--- src/dab_pkg.sv ---
`timescale 1ns / 1ps
// Package: shared types, codes and widths of the disk block allocator.
package dab_pkg;

  localparam int BLK_W   = 6;   // block number field
  localparam int CNT_W   = 7;   // block count / disk size field
  localparam int ID_W    = 8;   // file id field
  localparam int PADDR_W = 3;
  localparam int PDATA_W = 32;

  // Allocation modes
  localparam logic [1:0] MODE_CONTIG  = 2'd0;
  localparam logic [1:0] MODE_LINKED  = 2'd1;
  localparam logic [1:0] MODE_INDEXED = 2'd2;
  localparam logic [1:0] MODE_UNUSED  = 2'd3;  // rejects every allocate

  // Result kinds
  localparam logic [1:0] KIND_DATA   = 2'd0;
  localparam logic [1:0] KIND_INDEX  = 2'd1;
  localparam logic [1:0] KIND_REJECT = 2'd2;
  localparam logic [1:0] KIND_MAP    = 2'd3;

  // Request actions
  localparam logic ACT_ALLOC = 1'b0;
  localparam logic ACT_READ  = 1'b1;

  // Register byte addresses
  localparam logic [PADDR_W-1:0] ADDR_MODE = 3'd0;
  localparam logic [PADDR_W-1:0] ADDR_DISK = 3'd4;

  typedef enum logic [2:0] {
    ST_IDLE,
    ST_READ,
    ST_REJECT,
    ST_SCAN,
    ST_EMIT
  } state_t;

  // One result as held in the output register
  typedef struct packed {
    logic [1:0]       kind;
    logic [BLK_W-1:0] block;
    logic             block_used;
    logic [ID_W-1:0]  owner;
    logic             link_valid;
    logic [BLK_W-1:0] link_block;
    logic             last;
  } out_res_t;

  // Map entry word kept in RAM: link valid, link, owner
  typedef struct packed {
    logic             link_valid;
    logic [BLK_W-1:0] link_block;
    logic [ID_W-1:0]  owner;
  } map_word_t;

endpackage

--- src/dab_if.sv ---
`timescale 1ns / 1ps
// Interfaces: request and result channels of the disk block allocator.
interface dab_in_if;
  logic       valid;
  logic       ready;
  logic       action;
  logic [7:0] file_id;
  logic [6:0] block_count;
  logic [5:0] block_index;

  modport source (output valid, action, file_id, block_count, block_index, input ready);
  modport sink   (input valid, action, file_id, block_count, block_index, output ready);
endinterface

interface dab_out_if;
  logic       valid;
  logic       ready;
  logic [1:0] kind;
  logic [5:0] block;
  logic       block_used;
  logic [7:0] owner;
  logic       link_valid;
  logic [5:0] link_block;
  logic       last;

  modport source (output valid, kind, block, block_used, owner, link_valid, link_block,
                  last, input ready);
  modport sink   (input valid, kind, block, block_used, owner, link_valid, link_block,
                  last, output ready);
endinterface

--- src/dab_ram.sv ---
`timescale 1ns / 1ps
// Generic single-write, single-read RAM with registered read data.
module dab_ram #(
  parameter int WIDTH = 8,
  parameter int DEPTH = 64
) (
  input  logic                     clk,
  input  logic                     we,
  input  logic [$clog2(DEPTH)-1:0] waddr,
  input  logic [WIDTH-1:0]         wdata,
  input  logic                     re,
  input  logic [$clog2(DEPTH)-1:0] raddr,
  output logic [WIDTH-1:0]         rdata
);
  logic [WIDTH-1:0] mem [DEPTH];
  logic [WIDTH-1:0] rdata_r;

  always_ff @(posedge clk) begin
    if (we) begin
      mem[waddr] <= wdata;
    end
    if (re) begin
      rdata_r <= mem[raddr];
    end
  end

  assign rdata = rdata_r;
endmodule

--- src/disk_block_allocator_top.sv ---
`timescale 1ns / 1ps
// Top level: disk block allocator with contiguous, linked and indexed modes.
//
// Requests arrive on in_if (valid/ready). An allocate request asks for
// block_count blocks for file_id; a read request returns one map entry.
// Results leave on out_if (valid/ready), one per granted block in grant
// order, or one reject, or one map entry; the final one carries last.
// Registers (APB, pready always high): 0x0 alloc_mode, 0x4 disk_blocks.
// Writing disk_blocks clears the whole map at once (used flags in flops).
// Work per request: a read does one registered RAM read; an allocate
// examines blocks with the single scan pointer (up to disk size) and
// emits its results, using the one RAM write port per granted block.
// in_if.ready is high only while no request is in progress. If the
// receiver stalls, the result waits in the output register and the
// sequencer waits with it.
// After reset: mode contiguous, 64 blocks, every block free.
module disk_block_allocator_top #(
  parameter int NUM_BLOCKS = 64
) (
  input  logic                          clk,
  input  logic                          rst_n,
  dab_in_if.sink                        in_if,
  dab_out_if.source                     out_if,
  input  logic                          psel,
  input  logic                          penable,
  input  logic                          pwrite,
  input  logic [dab_pkg::PADDR_W-1:0]   paddr,
  input  logic [dab_pkg::PDATA_W-1:0]   pwdata,
  output logic [dab_pkg::PDATA_W-1:0]   prdata,
  output logic                          pready
);
  import dab_pkg::*;

  localparam int IW = (NUM_BLOCKS > 1) ? $clog2(NUM_BLOCKS) : 1;
  localparam logic [CNT_W-1:0] NB = CNT_W'(NUM_BLOCKS);

  state_t                  state_r, state_nxt;
  logic [1:0]              mode_r, mode_nxt;
  logic [CNT_W-1:0]        disk_r, disk_nxt;
  logic [NUM_BLOCKS-1:0]   used_r, used_nxt;
  logic [CNT_W-1:0]        free_r, free_nxt;
  logic [ID_W-1:0]         id_r, id_nxt;
  logic [CNT_W-1:0]        need_r, need_nxt;
  logic [CNT_W-1:0]        k_r, k_nxt;
  logic [CNT_W-1:0]        ptr_r, ptr_nxt;
  logic [CNT_W-1:0]        run_r, run_nxt;
  logic [IW-1:0]           cur_r, cur_nxt;
  logic [IW-1:0]           nx_r, nx_nxt;
  logic                    have_r, have_nxt;
  logic [BLK_W-1:0]        idx_r, idx_nxt;
  logic                    ov_r, ov_nxt;
  out_res_t                res_r, res_nxt;

  logic                    cfg_wr, in_acc, out_free, take, ram_re;
  logic [IW-1:0]           ram_raddr, scan_idx;
  map_word_t               ram_wdata, ram_rdata;
  logic [CNT_W-1:0]        size, new_size;
  logic [CNT_W:0]          need_ext;
  logic                    rej, idx_in, last_b, lv_b, is_free;
  logic [IW-1:0]           start_b;

  function automatic logic [CNT_W-1:0] clamp(input logic [CNT_W-1:0] v);
    logic [CNT_W-1:0] r;
    r = v;
    if (v == '0) r = CNT_W'(1);
    else if (v > NB) r = NB;
    return r;
  endfunction

  assign cfg_wr   = psel && penable && pwrite;
  assign pready   = 1'b1;
  assign in_acc   = in_if.valid && in_if.ready;
  assign out_free = !ov_r || out_if.ready;
  assign size     = clamp(disk_r);
  assign new_size = clamp(pwdata[CNT_W-1:0]);
  assign scan_idx = ptr_r[IW-1:0];
  assign is_free  = !used_r[scan_idx];

  // Register readback
  always_comb begin
    prdata = '0;
    unique case (paddr)
      ADDR_MODE: prdata = PDATA_W'(mode_r);
      ADDR_DISK: prdata = PDATA_W'(disk_r);
      default:   prdata = '0;
    endcase
  end

  // Map store: owner and link per block
  dab_ram #(.WIDTH($bits(map_word_t)), .DEPTH(NUM_BLOCKS)) u_map (
    .clk   (clk),
    .we    (take),
    .waddr (cur_r),
    .wdata (ram_wdata),
    .re    (ram_re),
    .raddr (ram_raddr),
    .rdata (ram_rdata)
  );

  assign in_if.ready       = (state_r == ST_IDLE);
  assign out_if.valid      = ov_r;
  assign out_if.kind       = res_r.kind;
  assign out_if.block      = res_r.block;
  assign out_if.block_used = res_r.block_used;
  assign out_if.owner      = res_r.owner;
  assign out_if.link_valid = res_r.link_valid;
  assign out_if.link_block = res_r.link_block;
  assign out_if.last       = res_r.last;

  // Sequencer: next state and datapath
  always_comb begin
    state_nxt = state_r;
    mode_nxt  = mode_r;
    disk_nxt  = disk_r;
    used_nxt  = used_r;
    free_nxt  = free_r;
    id_nxt    = id_r;
    need_nxt  = need_r;
    k_nxt     = k_r;
    ptr_nxt   = ptr_r;
    run_nxt   = run_r;
    cur_nxt   = cur_r;
    nx_nxt    = nx_r;
    have_nxt  = have_r;
    idx_nxt   = idx_r;
    ov_nxt    = ov_r && !out_if.ready;
    res_nxt   = res_r;
    take      = 1'b0;
    ram_re    = 1'b0;
    ram_raddr = in_if.block_index[IW-1:0];
    need_ext  = '0;
    rej       = 1'b0;
    idx_in    = (idx_r < BLK_W'(NUM_BLOCKS)) || (NUM_BLOCKS >= 64);
    last_b    = (k_r + CNT_W'(1)) == need_r;
    lv_b      = (mode_r == MODE_LINKED) && !last_b;
    start_b   = (run_r == '0) ? scan_idx : cur_r;
    ram_wdata = '{link_valid: lv_b, link_block: lv_b ? BLK_W'(nx_r) : '0, owner: id_r};

    unique case (state_r)
      ST_IDLE: begin
        if (in_acc) begin
          id_nxt   = in_if.file_id;
          idx_nxt  = in_if.block_index;
          ptr_nxt  = '0;
          run_nxt  = '0;
          k_nxt    = '0;
          have_nxt = 1'b0;
          if (in_if.action == ACT_READ) begin
            ram_re    = 1'b1;
            state_nxt = ST_READ;
          end else begin
            need_ext = (mode_r == MODE_INDEXED) ? ({1'b0, in_if.block_count} + 8'd1)
                                                : {1'b0, in_if.block_count};
            unique case (mode_r)
              MODE_CONTIG, MODE_LINKED:
                rej = (in_if.block_count == '0) || (need_ext > {1'b0, free_r});
              MODE_INDEXED: rej = need_ext > {1'b0, free_r};
              default:      rej = 1'b1;
            endcase
            need_nxt  = need_ext[CNT_W-1:0];
            state_nxt = rej ? ST_REJECT : ST_SCAN;
          end
        end
      end
      ST_READ: begin
        if (out_free) begin
          ov_nxt              = 1'b1;
          res_nxt             = '0;
          res_nxt.kind        = KIND_MAP;
          res_nxt.block       = idx_r;
          res_nxt.last        = 1'b1;
          if (idx_in && used_r[idx_r[IW-1:0]]) begin
            res_nxt.block_used = 1'b1;
            res_nxt.owner      = ram_rdata.owner;
            res_nxt.link_valid = ram_rdata.link_valid;
            res_nxt.link_block = ram_rdata.link_block;
          end
          state_nxt = ST_IDLE;
        end
      end
      ST_REJECT: begin
        if (out_free) begin
          ov_nxt       = 1'b1;
          res_nxt      = '0;
          res_nxt.kind = KIND_REJECT;
          res_nxt.last = 1'b1;
          state_nxt    = ST_IDLE;
        end
      end
      ST_SCAN: begin
        if (mode_r == MODE_CONTIG) begin
          // First fit: track the current free run
          if (ptr_r >= size) begin
            state_nxt = ST_REJECT;
          end else begin
            ptr_nxt = ptr_r + CNT_W'(1);
            if (is_free) begin
              cur_nxt = start_b;
              run_nxt = run_r + CNT_W'(1);
              if ((run_r + CNT_W'(1)) == need_r) state_nxt = ST_EMIT;
            end else begin
              run_nxt = '0;
            end
          end
        end else begin
          // Lowest free block; one block of look-ahead for the link
          ptr_nxt = ptr_r + CNT_W'(1);
          if (is_free) begin
            if (!have_r) begin
              cur_nxt  = scan_idx;
              have_nxt = 1'b1;
              if (need_r == CNT_W'(1)) state_nxt = ST_EMIT;
            end else begin
              nx_nxt    = scan_idx;
              state_nxt = ST_EMIT;
            end
          end
        end
      end
      ST_EMIT: begin
        if (out_free) begin
          take                = 1'b1;
          used_nxt[cur_r]     = 1'b1;
          free_nxt            = free_r - CNT_W'(1);
          k_nxt               = k_r + CNT_W'(1);
          ov_nxt              = 1'b1;
          res_nxt.kind        = ((mode_r == MODE_INDEXED) && (k_r == '0)) ? KIND_INDEX
                                                                          : KIND_DATA;
          res_nxt.block       = BLK_W'(cur_r);
          res_nxt.block_used  = 1'b1;
          res_nxt.owner       = id_r;
          res_nxt.link_valid  = lv_b;
          res_nxt.link_block  = lv_b ? BLK_W'(nx_r) : '0;
          res_nxt.last        = last_b;
          if (last_b) begin
            state_nxt = ST_IDLE;
          end else if (mode_r == MODE_CONTIG) begin
            cur_nxt = cur_r + IW'(1);
          end else begin
            cur_nxt = nx_r;
            if ((k_r + CNT_W'(2)) < need_r) state_nxt = ST_SCAN;
          end
        end
      end
      default: state_nxt = ST_IDLE;
    endcase

    // Register writes (user must write only while idle; not enforced here)
    if (cfg_wr) begin
      if (paddr == ADDR_MODE) begin
        mode_nxt = pwdata[1:0];
      end else if (paddr == ADDR_DISK) begin
        disk_nxt = pwdata[CNT_W-1:0];
        used_nxt = '0;
        free_nxt = new_size;
      end
    end
  end

  // Control state
  always_ff @(posedge clk) begin
    if (!rst_n) begin
      state_r <= ST_IDLE;
      mode_r  <= MODE_CONTIG;
      disk_r  <= CNT_W'(64);
      used_r  <= '0;
      free_r  <= clamp(CNT_W'(64));
      ov_r    <= 1'b0;
      have_r  <= 1'b0;
    end else begin
      state_r <= state_nxt;
      mode_r  <= mode_nxt;
      disk_r  <= disk_nxt;
      used_r  <= used_nxt;
      free_r  <= free_nxt;
      ov_r    <= ov_nxt;
      have_r  <= have_nxt;
    end
  end

  // Payload and scan registers
  always_ff @(posedge clk) begin
    id_r   <= id_nxt;
    need_r <= need_nxt;
    k_r    <= k_nxt;
    ptr_r  <= ptr_nxt;
    run_r  <= run_nxt;
    cur_r  <= cur_nxt;
    nx_r   <= nx_nxt;
    idx_r  <= idx_nxt;
    res_r  <= res_nxt;
  end

`ifndef SYNTHESIS
  // Free count never exceeds NUM_BLOCKS
  a_free_range: assert property (@(posedge clk) disable iff (!rst_n)
    free_r <= NB) else $error("free count above disk size");

  // A granted block was free when taken
  a_take_free: assert property (@(posedge clk) disable iff (!rst_n)
    take |-> !used_r[cur_r]) else $error("granted block already used");

  // A grant lowers the free count by one
  a_take_count: assert property (@(posedge clk) disable iff (!rst_n)
    take |=> free_r == $past(free_r) - CNT_W'(1)) else $error("free count not decremented");

  // No new request while one is in progress
  a_busy: assert property (@(posedge clk) disable iff (!rst_n)
    in_acc |=> !in_if.ready) else $error("request accepted while busy");
`endif

endmodule

--- src/flat_wrapper.sv ---
// flat-port wrapper written by rule: the top's interface ports become plain ports
module disk_block_allocator_top_flat import dab_pkg::*;
#(
  parameter int NUM_BLOCKS = 64
)
  (clk, rst_n, psel, penable, pwrite, paddr, pwdata, prdata, pready, in_if_valid, in_if_action, in_if_file_id, in_if_block_count, in_if_block_index, in_if_ready, out_if_valid, out_if_kind, out_if_block, out_if_block_used, out_if_owner, out_if_link_valid, out_if_link_block, out_if_last, out_if_ready);
  dab_in_if in_if_i ();
  dab_out_if out_if_i ();
  input  logic clk;
  input  logic rst_n;
  input  logic psel;
  input  logic penable;
  input  logic pwrite;
  input  logic [dab_pkg::PADDR_W-1:0] paddr;
  input  logic [dab_pkg::PDATA_W-1:0] pwdata;
  output logic [dab_pkg::PDATA_W-1:0] prdata;
  output logic pready;
  input wire logic [$bits(in_if_i.valid)-1:0] in_if_valid;
  input wire logic [$bits(in_if_i.action)-1:0] in_if_action;
  input wire logic [$bits(in_if_i.file_id)-1:0] in_if_file_id;
  input wire logic [$bits(in_if_i.block_count)-1:0] in_if_block_count;
  input wire logic [$bits(in_if_i.block_index)-1:0] in_if_block_index;
  output wire logic [$bits(in_if_i.ready)-1:0] in_if_ready;
  output wire logic [$bits(out_if_i.valid)-1:0] out_if_valid;
  output wire logic [$bits(out_if_i.kind)-1:0] out_if_kind;
  output wire logic [$bits(out_if_i.block)-1:0] out_if_block;
  output wire logic [$bits(out_if_i.block_used)-1:0] out_if_block_used;
  output wire logic [$bits(out_if_i.owner)-1:0] out_if_owner;
  output wire logic [$bits(out_if_i.link_valid)-1:0] out_if_link_valid;
  output wire logic [$bits(out_if_i.link_block)-1:0] out_if_link_block;
  output wire logic [$bits(out_if_i.last)-1:0] out_if_last;
  input wire logic [$bits(out_if_i.ready)-1:0] out_if_ready;
  assign in_if_i.valid = in_if_valid;
  assign in_if_i.action = in_if_action;
  assign in_if_i.file_id = in_if_file_id;
  assign in_if_i.block_count = in_if_block_count;
  assign in_if_i.block_index = in_if_block_index;
  assign in_if_ready = in_if_i.ready;
  assign out_if_valid = out_if_i.valid;
  assign out_if_kind = out_if_i.kind;
  assign out_if_block = out_if_i.block;
  assign out_if_block_used = out_if_i.block_used;
  assign out_if_owner = out_if_i.owner;
  assign out_if_link_valid = out_if_i.link_valid;
  assign out_if_link_block = out_if_i.link_block;
  assign out_if_last = out_if_i.last;
  assign out_if_i.ready = out_if_ready;
  disk_block_allocator_top #(.NUM_BLOCKS(NUM_BLOCKS)) u_core (.clk(clk), .rst_n(rst_n), .in_if(in_if_i), .out_if(out_if_i), .psel(psel), .penable(penable), .pwrite(pwrite), .paddr(paddr), .pwdata(pwdata), .prdata(prdata), .pready(pready));
endmodule
--- config.mk ---
export PLATFORM = sky130hd
export DESIGN_NAME = disk_block_allocator_top_flat
export DESIGN_NICKNAME = d
export VERILOG_FILES = /design/src/dab_pkg.sv /design/src/dab_if.sv /design/src/dab_ram.sv /design/src/disk_block_allocator_top.sv /design/src/flat_wrapper.sv
export SDC_FILE = /design/constraint.sdc
export NUM_CORES = 1
export LEC_CHECK = 0
export BUFFER_PORTS_ARGS = -buffer_cell sky130_fd_sc_hd__buf_2
export CORE_AREA = 2 2 393 395
export CTS_CLUSTER_SIZE = 8
export DETAILED_ROUTE_END_ITERATION = 16
export DIE_AREA = 0 0 395 397
export SYNTH_ARGS = -nofsm -noshare
export SYNTH_HDL_FRONTEND = slang
export SYNTH_SLANG_ARGS = --single-unit
export TNS_END_PERCENT = 5
--- constraint.sdc ---
create_clock -name clk -period 13.1 [get_ports clk]
set_input_delay 0 -clock clk [delete_from_list [all_inputs] [get_ports clk]]
set_output_delay 0 -clock clk [all_outputs]
set_load 0.01 [all_outputs]
==> results of run 1 <==
## registers in the layout, indices dropped and copies added, names as in the netlist, 2 cells and up
| signal | flops |
|---|---|
| u_core.cur_r | 6 |
| u_core.disk_r | 7 |
| u_core.free_r | 7 |
| u_core.id_r | 8 |
| u_core.idx_r | 6 |
| u_core.k_r | 7 |
| u_core.mode_r | 2 |
| u_core.need_r | 7 |
| u_core.nx_r | 6 |
| u_core.out_if.block | 6 |
| u_core.out_if.kind | 2 |
| u_core.out_if.link_block | 6 |
| u_core.out_if.owner | 8 |
| u_core.ptr_r | 7 |
| u_core.run_r | 7 |
| u_core.state_r | 3 |
| u_core.u_map.mem | 960 |
| u_core.u_map.rdata | 15 |
| u_core.used_r | 64 |
## power by group through the flow
stage          clock [W]  combinational [W]  sequential (W)
2_1_floorplan          0           0.000456         0.00435
3_3_place_gp           0           0.000777         0.00432
3_5_place_dp           0           0.000785         0.00432
4_1_cts          0.00380           0.000801         0.00426
5_1_grt          0.00395           0.000857         0.00427
6_report         0.00371           0.000792         0.00426
## worst register-to-register path, delay by kind of cell (launching register included)
| kind | cells | cell delay [ps] |
|---|---|---|
| and+or+nand+nor | 5 | 3790 |
| buffers and inverters | 1 | 570 |
| DFF | 1 | 510 |
## kinds of logic after synthesis
logic type      count (synthesis)  synth area share, %
compound gates                168                2.687
xor+xnor                       48               0.9240
fa+ha+maj                      31               0.8525
buf+inv                       174                1.716
flops                        1139                73.30
mux                           371                17.89
other cells                     2              0.01651
simple gates                  259                2.615
## Yosys cell counts (12+ instances only)
library cell	count
sky130_fd_sc_hd__edfxtp_1	1054
sky130_fd_sc_hd__mux4_2	347
sky130_fd_sc_hd__nor2_1	122
sky130_fd_sc_hd__dfxtp_1	85
sky130_fd_sc_hd__clkbuf_1	81
sky130_fd_sc_hd__o21a_1	68
sky130_fd_sc_hd__nand2_1	41
sky130_fd_sc_hd__ha_1	31
sky130_fd_sc_hd__buf_1	30
sky130_fd_sc_hd__xnor2_1	30
sky130_fd_sc_hd__inv_1	29
sky130_fd_sc_hd__a22o_1	27
sky130_fd_sc_hd__o21ai_0	27
sky130_fd_sc_hd__buf_4	26
sky130_fd_sc_hd__nand3_1	23
sky130_fd_sc_hd__mux2i_1	18
sky130_fd_sc_hd__xor2_1	18
sky130_fd_sc_hd__a21oi_1	12
## stage by stage
| step | utilization [%] | power [W] |
|---|---|---|
| 2_1_floorplan | - | 0.004810 |
| 3_3_place_gp | 31.79 | 0.005098 |
| 3_5_place_dp | 31.79 | 0.005109 |
| 4_1_cts | 35.11 | 0.008858 |
| 5_1_grt | 35.11 | 0.009070 |
| 6_report | 35.11 | 0.008766 |
## worst max-delay path by stage
stage / from / endpoint / depth (start not counted)
after CTS: u_core.state_r[1] / u_core.u_map.mem[5][6] / 6
after floorplan: u_core.k_r[2] / u_core.u_map.mem[0][10] / 8
after global placement: u_core.state_r[1] / u_core.u_map.mem[5][3] / 6
final: u_core.state_r[1] / u_core.u_map.mem[5][6] / 6
after detailed placement: u_core.state_r[1] / u_core.u_map.mem[5][3] / 6
after global routing: u_core.state_r[1] / u_core.u_map.mem[5][6] / 6
## cell type report
cell class / instances / area (sq um) / share of cell area [%]
Antenna cell: 1 / 2.502 / 0.004659
Tap cell: 2044 / 2557 / 4.762
Clock inverter: 13 / 249.0 / 0.4636
Timing Repair Buffer: 209 / 1579 / 2.940
Inverter: 31 / 116.4 / 0.2167
Multi-Input combinational cell: 903 / 11640 / 21.68
Clock buffer: 198 / 4210 / 7.839
Sequential cell: 1139 / 33350 / 62.10
## metal layers
metal	global-route usage (%)	vias to the layer above	part of all wire, %
li1	-	9493	-
met3	2.777	161	6.5
met4	4.260	0	2.3
met2	22.74	765	49
met5	0	-	0
met1	18.90	12070	42
==> parameters.txt, run 1 <==
Parameter                              Value

Status
  Run status    complete, no violations

Logic synthesis
  Most used flip-flop cell after synthesis    sky130_fd_sc_hd__edfxtp_1
  Cell count after synthesis    2192
  Count of state elements after synthesis    1139
  Mean post-synth cell area    between 20 and 25 sq um
  Area share of the leading cell type in the synthesized netlist    69.56%
  Mapped cell area    45500 sq um
  Proportion of synthesized chip area in sequential cells    around three quarters
  Yosys warning count    0
  Synth top area cells    sky130_fd_sc_hd__edfxtp_1 (70%), sky130_fd_sc_hd__mux4_2 (17%), sky130_fd_sc_hd__dfxtp_1 (3.7%)
  Post-synth EDFFs    1054
  Fraction of synthesis flops using an asynchronous set or reset pin    0%
  Library cells used by synthesis    62
  Cell accounting for the most synthesized area    sky130_fd_sc_hd__edfxtp_1

Worst setup path
  Library cell contributing the largest single delay on the critical path    sky130_fd_sc_hd__nor2_2
  CP max FO    20
  Required time worst endpoint    13440 ps
  Capture point of the worst reg-to-reg path    u_core.u_map.mem[5][6]
  Crit-path most repeated cell    sky130_fd_sc_hd__nor2_2
  Flop2flop setup slack    between 7000 and 8000 ps
  R2r startpoint    u_core.state_r[1]
  Longest individual stage delay on the worst path    between 1000 and 1500 ps
  Nature of the critical path endpoint    flop
  Kind of launch point of the worst setup path    flop
  CP Cell Sequence    nor2_1 -> and2_1 -> inv_1 -> nor2_2 -> nand3_1 -> nor2_2
  Worst r2r path cells    6
  Start-to-end type of the worst setup path    flop to flop
  Largest delay share family, worst path    simple AND/OR/NAND/NOR gates
  Crit path buf inv count    1
  Critical Path AT    5640 ps

Placement
  DP Worst Slack    7849 ps
  Placed Instances    4265
  Number of port buffers    72
  DP HPWL    62.91 mm
  Area post-placement    48640 sq um
  Routability-driven placement congestion ratio    0.8186

Floorplan
  Starting Density    29.74%
  DIE AREA    156800 sq um
  Width of the die    395 um
  Floorplan Core Area    153000 sq um
  Vertical die dimension    ~400 um
  Row count    144
  Number of I/O pins    124

CTS
  Post_cts resized    0
  Cts-stage hold buffer count    between 60 and 70
  Root buffer selected by CTS    sky130_fd_sc_hd__clkbuf_16
  Total clock buffers created by CTS    160
  Clock-pin slew on the worst setup and hold paths    approximately 50 ps
  CTS tree    yes
  Skew-Pair Late Insertion Delay    750 ps
  Post-CTS Repair Setup Buffers    0
  Maximum buffer depth of the clock tree    3
  Level count of the clock H-tree    4
  Number of sinks on the clock net    1139

Finish
  Total of fill cells in the finished design    14070
  Number of standard cells in the layout, taps in and fillers out    about 4500
  Final standard cell area without fillers    53710 sq um
  Most frequent cells in the layout    sky130_fd_sc_hd__edfxtp_1 (1054), sky130_fd_sc_hd__mux4_2 (347), sky130_fd_sc_hd__clkbuf_16 (163)
  Most frequent standard cell in the layout excluding fill and tap cells    sky130_fd_sc_hd__edfxtp_1
  Area Growth Syn to Fin    18.04%
  Nets@finish    2539
  Fraction of layout instances using a drive strength above 1    30.16%

Global routing
  Number of antenna violations at the first check in global routing    5
  Pin count of the biggest net entering global routing    106
  First-pass GRT wire length    approximately 160 mm
  GRT overflow    0
  Global Route Usage Sum    13.97%
  Vias in the first global route    between 20000 and 25000

STA
  Final Skew    roughly 42 ps
  Clock period minus worst slack    5291 ps
  Pins Over Slew Limit    0
  Worst rel slew slack    between 10% and 20%
  Actual transition at the worst max-transition pin    1341 ps
  Final Worst Setup Slack    7809 ps
  Highest attainable clock frequency    between 150 and 200 MHz
  Post-route fraction of the period consumed by the critical path    40.39%
  Hold violation total from the final report    0
  Setup repair after global routing missed its margin    false
  Total negative setup slack    0 ps
  Worst hold-check slack    approximately 100 ps
  Final setup viols    0

Power
  Power Density    163.2 nW/um^2
  Peak ir drop on the vdd network    129.5 uV
  Proportion of total power due to net switching    23.54%
  Flop pwr share    48.6%
  Pint    0.006702 W
  Proportion of power drawn by the clock network    42.4%
  Combinational Power Share    about 9.0%
  Sw Pwr    0.002064 W
  Leakage dissipation    17.48 nW

Worst hold path
  Critical hold path startpoint    pwdata[0]
  End of the worst hold path    u_core.mode_r[0]
  Number of cells on the worst hold path    4
  Path category of the worst min-delay check    input port to flop

Detailed routing
  Detailed Routing Iterations Pass 1    5
  Detailed-route vias per instance    4.955
  Overall routed net length    110.1 mm
  Routed wirelength normalized by instance count    24.26 um
  Count of routing violations after the opening detailed-route iteration    roughly 2300
  Vias after detailed routing    22490
  Routed Antenna Nets    0
  Count of unresolved DRC violations after routing    0

Job
  Count of maximum capacitance violations    0
Power figures use the tool's default switching activity.
==> run 2, diff against run 1 <==
Clock period 13.1 ns to 4.7 ns, I/O delays scaled along.
==> parameters.txt, run 2 (synthesis gave the netlist of run 1 again) <==
Parameter                              Value

CTS
  Level count of the clock H-tree    4 (unchanged)
  CTS tree    yes
  Skew-Pair Late Insertion Delay    740 ps (about the same)
  Maximum buffer depth of the clock tree    3 (unchanged)
  Total clock buffers created by CTS    160 (unchanged)
  Clock-pin slew on the worst setup and hold paths    50 ps (about the same)
  Root buffer selected by CTS    sky130_fd_sc_hd__clkbuf_16
  Post-CTS Repair Setup Buffers    0 (unchanged)
  Post_cts resized    0 (unchanged)
  Number of sinks on the clock net    1139 (unchanged)

Floorplan
  Row count    144 (unchanged)
  Floorplan Core Area    153000 sq um (unchanged)
  DIE AREA    156800 sq um (unchanged)
  Starting Density    29.74% (unchanged)
  Vertical die dimension    397 um (unchanged)
  Width of the die    395 um (unchanged)
  Number of I/O pins    124 (unchanged)

Finish
  Top reg by flops    u_core.u_map.mem
  Most frequent standard cell in the layout excluding fill and tap cells    sky130_fd_sc_hd__edfxtp_1
  Flip-flop count of the largest register after layout    960 (unchanged)
  Area Growth Syn to Fin    19.08%
  Fraction of layout instances using a drive strength above 1    30.84% (+0.67 points)
  Most frequent cells in the layout    sky130_fd_sc_hd__edfxtp_1 (1054), sky130_fd_sc_hd__mux4_2 (347), sky130_fd_sc_hd__clkbuf_16 (163)
  Nets@finish    2575 (+1.4%)
  Number of standard cells in the layout, taps in and fillers out    4597 (+1.3%)

Placement
  DP Worst Slack    845.9 ps (-7003 ps)
  Placed Instances    4302 (+0.87%)
  Routability-driven placement congestion ratio    0.8025 (-2.0%)
  Number of port buffers    72 (unchanged)
  DP HPWL    65.17 mm (+3.6%)

STA
  Clock period minus worst slack    3844 ps (-1447 ps)
  Setup repair after global routing missed its margin    false
  Actual transition at the worst max-transition pin    1141 ps (-199.5 ps)
  Worst rel slew slack    23.91% (+13 points)
  Post-route fraction of the period consumed by the critical path    81.78% (+41 points)
  Final Worst Setup Slack    856.2 ps (-6953 ps)
  Final setup viols    0 (unchanged)
  Total negative setup slack    0 ps (unchanged)
  Final Skew    23.08 ps (-18.60 ps)
  Hold violation total from the final report    0 (unchanged)
  Pins Over Slew Limit    0 (unchanged)
  Highest attainable clock frequency    260.2 MHz (+38%)

Power
  Leakage dissipation    17.72 nW (+1.4%)
  Sum of internal, switching and leakage power    0.02455 W (+180%)
  Power Density    453.0 nW/um^2 (+180%)
  Peak ir drop on the vdd network    263.3 uV (+100%)

Global routing
  Global Route Usage Sum    13.98% (+0.019 points)
  First-pass GRT wire length    161.1 mm (+0.64%)
  Number of antenna violations at the first check in global routing    2 (-3)
  Pin count of the biggest net entering global routing    71 (-33%)
  GRT overflow    0 (unchanged)
  Vias in the first global route    22960 (+0.72%)

Job
  Count of maximum capacitance violations    0 (unchanged)

Detailed routing
  Count of routing violations after the opening detailed-route iteration    2172 (-4.3%)
  Routed Antenna Nets    0 (unchanged)
  Vias after detailed routing    22570 (+0.38%)
  Detailed Routing Iterations Pass 1    5 (unchanged)
  Detailed-route vias per instance    4.910 (-0.91%)
  Overall routed net length    110.2 mm (+0.11%)
  Routed wirelength normalized by instance count    23.98 um (-1.2%)
  Count of unresolved DRC violations after routing    0 (unchanged)

Worst setup path
  Kind of launch point of the worst setup path    flop
  CP max FO    64 (+220%)
  Crit-path most repeated cell    sky130_fd_sc_hd__buf_4
  Library cell contributing the largest single delay on the critical path    sky130_fd_sc_hd__nor4_1
  Start-to-end type of the worst setup path    flop to flop
  Required time worst endpoint    5070 ps (-8370 ps)
  Crit path buf inv count    2 (+1)
  Critical Path AT    4210 ps (-1430 ps)
  Nature of the critical path endpoint    flop
  Longest individual stage delay on the worst path    770 ps (-450 ps)
  CP Cell Sequence    ha_1 -> nand2_1 -> xor2_1 -> xnor2_1 -> or4_1 -> nor4_1 -> nor3b_4 -> buf_4 -> and2_2 -> buf_4
  Largest delay share family, worst path    simple AND/OR/NAND/NOR gates

Status
  Run status    complete, no violations

Worst hold path
  Path category of the worst min-delay check    input port to flop
run 2: area by class of cell:
class	count	area [sq um]
Multi-Input combinational cell	903	11650
Clock buffer	223	4304
Sequential cell	1139	33350
Clock inverter	11	180.2
Antenna cell	1	2.502
Tap cell	2044	2557
Fill cell	14000	98780
Inverter	31	116.4
Timing Repair Buffer	245	2022
run 2: per-stage QoR:
step | utilization [%] | cell area (sq um) | hold slack (ps)
final | 35.42 | 54180 | 115.5
after CTS | 35.42 | 54180 | 65.60
after detailed placement | 32.09 | 49090 | 178.5
after global placement | 32.09 | 49090 | 178.0
after global routing | 35.42 | 54180 | 123.1
after floorplan | - | 45590 | 50.69
run 2: path summary, 6_finish.rpt:
| kind | depth (start not counted) | start | slack [ps] | to |
|---|---|---|---|---|
| worst max-delay path | 10 | u_core.k_r[2] | 860 | u_core.u_map.mem[39][10] |
| worst min-delay path | 4 | pwdata[0] | 120 | u_core.disk_r[0] |
| worst max register to register | 10 | u_core.k_r[2] | 860 | u_core.u_map.mem[39][10] |
| worst min register to register | 1 | u_core.used_r[60] | 490 | u_core.used_r[60] |
run 2: repair_timing:
action	in CTS	in global routing
hold endpoints to repair	79	0
setup endpoints to repair	0	0
hold buffers	60	0
run 2: per-layer routing:
metal | share of wire [%] | GRT usage (%) | up-vias
met5 | 0.012 | 0 | -
met4 | 1.8 | 3.769 | 2
met3 | 5.5 | 2.539 | 147
met2 | 49 | 22.75 | 717
met1 | 44 | 19.31 | 12120
li1 | - | - | 9591
run 2: tightest hold or removal path, cell delays in order:
cell and delay [ps]:
sky130_fd_sc_hd__dlygate4sd3_1 520, sky130_fd_sc_hd__buf_2 140, sky130_fd_sc_hd__mux2i_1 70, sky130_fd_sc_hd__nor2_1 70
run 2: power breakdown:
part / total (W) / switching, W / internal [W]
clock network: 0.0104 / 0.00406 / 0.00633
registers: 0.0120 / 0.000333 / 0.0116
logic: 0.00218 / 0.00133 / 0.000849
total: 0.0245 / 0.00573 / 0.0188
==> run 3, diff against run 2 <==
Clock period 4.7 ns to 3.4 ns, I/O delays scaled along.
==> parameters.txt, run 3 (synthesis gave the netlist of run 1 again) <==
Parameter                              Value

Detailed routing
  Routed Antenna Nets    0 (unchanged)
  Detailed Routing Iterations Pass 1    7 (+2)
  Overall routed net length    115.1 mm (+4.4%)
  Detailed-route vias per instance    4.993 (+1.7%)
  Count of unresolved DRC violations after routing    0 (unchanged)
  Count of routing violations after the opening detailed-route iteration    2536 (+17%)
  Vias after detailed routing    23050 (+2.1%)
  Routed wirelength normalized by instance count    24.94 um (+4.0%)

Floorplan
  Starting Density    29.74% (unchanged)
  Row count    144 (unchanged)
  Width of the die    395 um (unchanged)
  Floorplan Core Area    153000 sq um (unchanged)
  DIE AREA    156800 sq um (unchanged)
  Vertical die dimension    397 um (unchanged)
  Number of I/O pins    124 (unchanged)

Placement
  DP HPWL    69.38 mm (+6.5%)
  Placed Instances    4344 (+0.98%)
  Number of port buffers    72 (unchanged)
  DP Worst Slack    116.5 ps (-729.4 ps)
  Routability-driven placement congestion ratio    0.8259 (+2.9%)

Global routing
  Met3 Use GR    2.711% (+0.17 points)
  Pin count of the biggest net entering global routing    66 (-7.0%)
  Met1 Use GR    20.37% (+1.1 points)
  Met2 track utilization from global routing    23.26% (+0.52 points)
  GRT overflow    0 (unchanged)
  Vias in the first global route    23110 (+0.67%)
  Number of antenna violations at the first check in global routing    5 (+3)
  First-pass GRT wire length    166.2 mm (+3.2%)
  Highest-utilization routing layer at the global route stage    met2
  Global Route Usage Sum    14.59% (+0.60 points)

STA
  Final setup viols    0 (unchanged)
  Final Worst Setup Slack    176.9 ps (-679.3 ps)
  Pins Over Slew Limit    0 (unchanged)
  Clock period minus worst slack    3223 ps (-620.7 ps)
  Actual transition at the worst max-transition pin    800.2 ps (-341.2 ps)
  Setup repair after global routing missed its margin    true
  Highest attainable clock frequency    310.3 MHz (+19%)
  Final Skew    29.38 ps (+6.300 ps)
  Hold violation total from the final report    0 (unchanged)
  Post-route fraction of the period consumed by the critical path    94.80% (+13 points)
  Total negative setup slack    0 ps (unchanged)
  Worst rel slew slack    46.66% (+23 points)

Power
  Power Density    621.1 nW/um^2 (+37%)
  Sum of internal, switching and leakage power    0.03391 W (+38%)
  Peak ir drop on the vdd network    545.2 uV (+110%)
  Leakage dissipation    18.00 nW (+1.6%)

Worst setup path
  Required time worst endpoint    4030 ps (-1040 ps)
  Largest delay share family, worst path    compound AO/OA/AOI/OAI gates
  Kind of launch point of the worst setup path    flop
  Longest individual stage delay on the worst path    580 ps (-190 ps)
  Critical Path AT    3860 ps (-350 ps)
  CP max FO    22 (-66%)
  CP Cell Sequence    buf_12 -> mux4_2 -> nor2b_1 -> a2111oi_0 -> a221oi_1 -> a22o_1 -> a211oi_2 -> o2111ai_1 -> dlygate4sd3_1 -> o211a_1
  Library cell contributing the largest single delay on the critical path    sky130_fd_sc_hd__dlygate4sd3_1
  Start-to-end type of the worst setup path    flop to flop
  Nature of the critical path endpoint    flop
  Crit path buf inv count    2 (unchanged)

CTS
  Number of sinks on the clock net    1139 (unchanged)
  Maximum buffer depth of the clock tree    3 (unchanged)
  Total clock buffers created by CTS    160 (unchanged)
  Level count of the clock H-tree    4 (unchanged)
  Skew-Pair Late Insertion Delay    740 ps (about the same)
  CTS tree    yes
  Root buffer selected by CTS    sky130_fd_sc_hd__clkbuf_16
  Post-CTS Repair Setup Buffers    0 (unchanged)
  Clock-pin slew on the worst setup and hold paths    50 ps (about the same)

Finish
  Most frequent standard cell in the layout excluding fill and tap cells    sky130_fd_sc_hd__edfxtp_1
  Fraction of layout instances using a drive strength above 1    32.35% (+1.5 points)
  Nets@finish    2616 (+1.6%)
  Most frequent cells in the layout    sky130_fd_sc_hd__edfxtp_1 (1054), sky130_fd_sc_hd__mux4_2 (347), sky130_fd_sc_hd__clkbuf_16 (163)
  Top reg by flops    u_core.u_map.mem
  Area Growth Syn to Fin    20.01%
  Flip-flop count of the largest register after layout    960 (unchanged)
  Number of standard cells in the layout, taps in and fillers out    4615 (+0.39%)

Worst hold path
  Path category of the worst min-delay check    input port to flop

Status
  Run status    complete, no violations

Job
  Count of maximum capacitance violations    0 (unchanged)
[run 3: cell types whose count changed in the layout (fill, tap and decap cells not counted), moves of 2 or more]
| cell | before | now |
|---|---|---|
| sky130_fd_sc_hd__inv_6 | 5 | 3 |
| sky130_fd_sc_hd__buf_4 | 100 | 128 |
| sky130_fd_sc_hd__buf_16 | 0 | 2 |
| sky130_fd_sc_hd__and2_4 | 0 | 4 |
| sky130_fd_sc_hd__buf_12 | 15 | 26 |
| sky130_fd_sc_hd__and2_2 | 6 | 2 |
| sky130_fd_sc_hd__clkbuf_1 | 60 | 37 |
[run 3: power breakdown]
part / internal, W / switching, W
Clock: 0.00859 / 0.00558
Sequential: 0.0161 / 0.000358
Combinational: 0.00128 / 0.00202
Total: 0.0260 / 0.00796
[run 3: final timing paths]
check | from | endpoint | slack, ps | cells past startpoint
hold reg to reg | u_core.used_r[3] | u_core.used_r[3] | 490 | 1
hold / removal | paddr[0] | u_core.free_r[1] | 90 | 7
setup reg to reg | u_core.ptr_r[0] | u_core.state_r[0] | 180 | 10
setup / recovery | u_core.ptr_r[0] | u_core.state_r[0] | 180 | 10
[run 3: metal layers]
layer / share of wire (%) / wire length [um]
met1: 43 / 49120
met2: 48 / 54960
met3: 7.1 / 8208
met4: 2.4 / 2812
met5: 0 / 0
[run 3: final cells by class]
cell class                 instances  area (sq um)
fill                           13910         98370
sequential                      1139         33350
multi-input combinational        903         11670
clock buffer                     201          4232
tap                             2044          2557
timing repair buffer             286          2509
clock inverter                     9         158.9
inverter                          31         116.4
antenna                            2         5.005
[run 3: timing repair]
action	4_1_cts	5_1_grt
hold buffers	59	0
setup endpoints to repair	0	260
hold endpoints to repair	85	0
resized for setup	0	9
[run 3: worst min-delay path: stages]
cell	delay (ps)
sky130_fd_sc_hd__buf_2	110
sky130_fd_sc_hd__nor2_1	70
sky130_fd_sc_hd__nand2_1	90
sky130_fd_sc_hd__nor2_1	120
sky130_fd_sc_hd__buf_4	220
sky130_fd_sc_hd__nand3b_1	100
sky130_fd_sc_hd__a21oi_1	50
[run 3: stage by stage]
step / instance area (sq um) / util, % / hold WS (ps)
floorplan: 45610 / - / 50.69
global placement: 49530 / 32.38 / 177.4
detailed placement: 49590 / 32.42 / 178.6
CTS: 54570 / 35.67 / 27.59
global route: 54600 / 35.69 / 83.20
finish: 54600 / 35.69 / 86.27
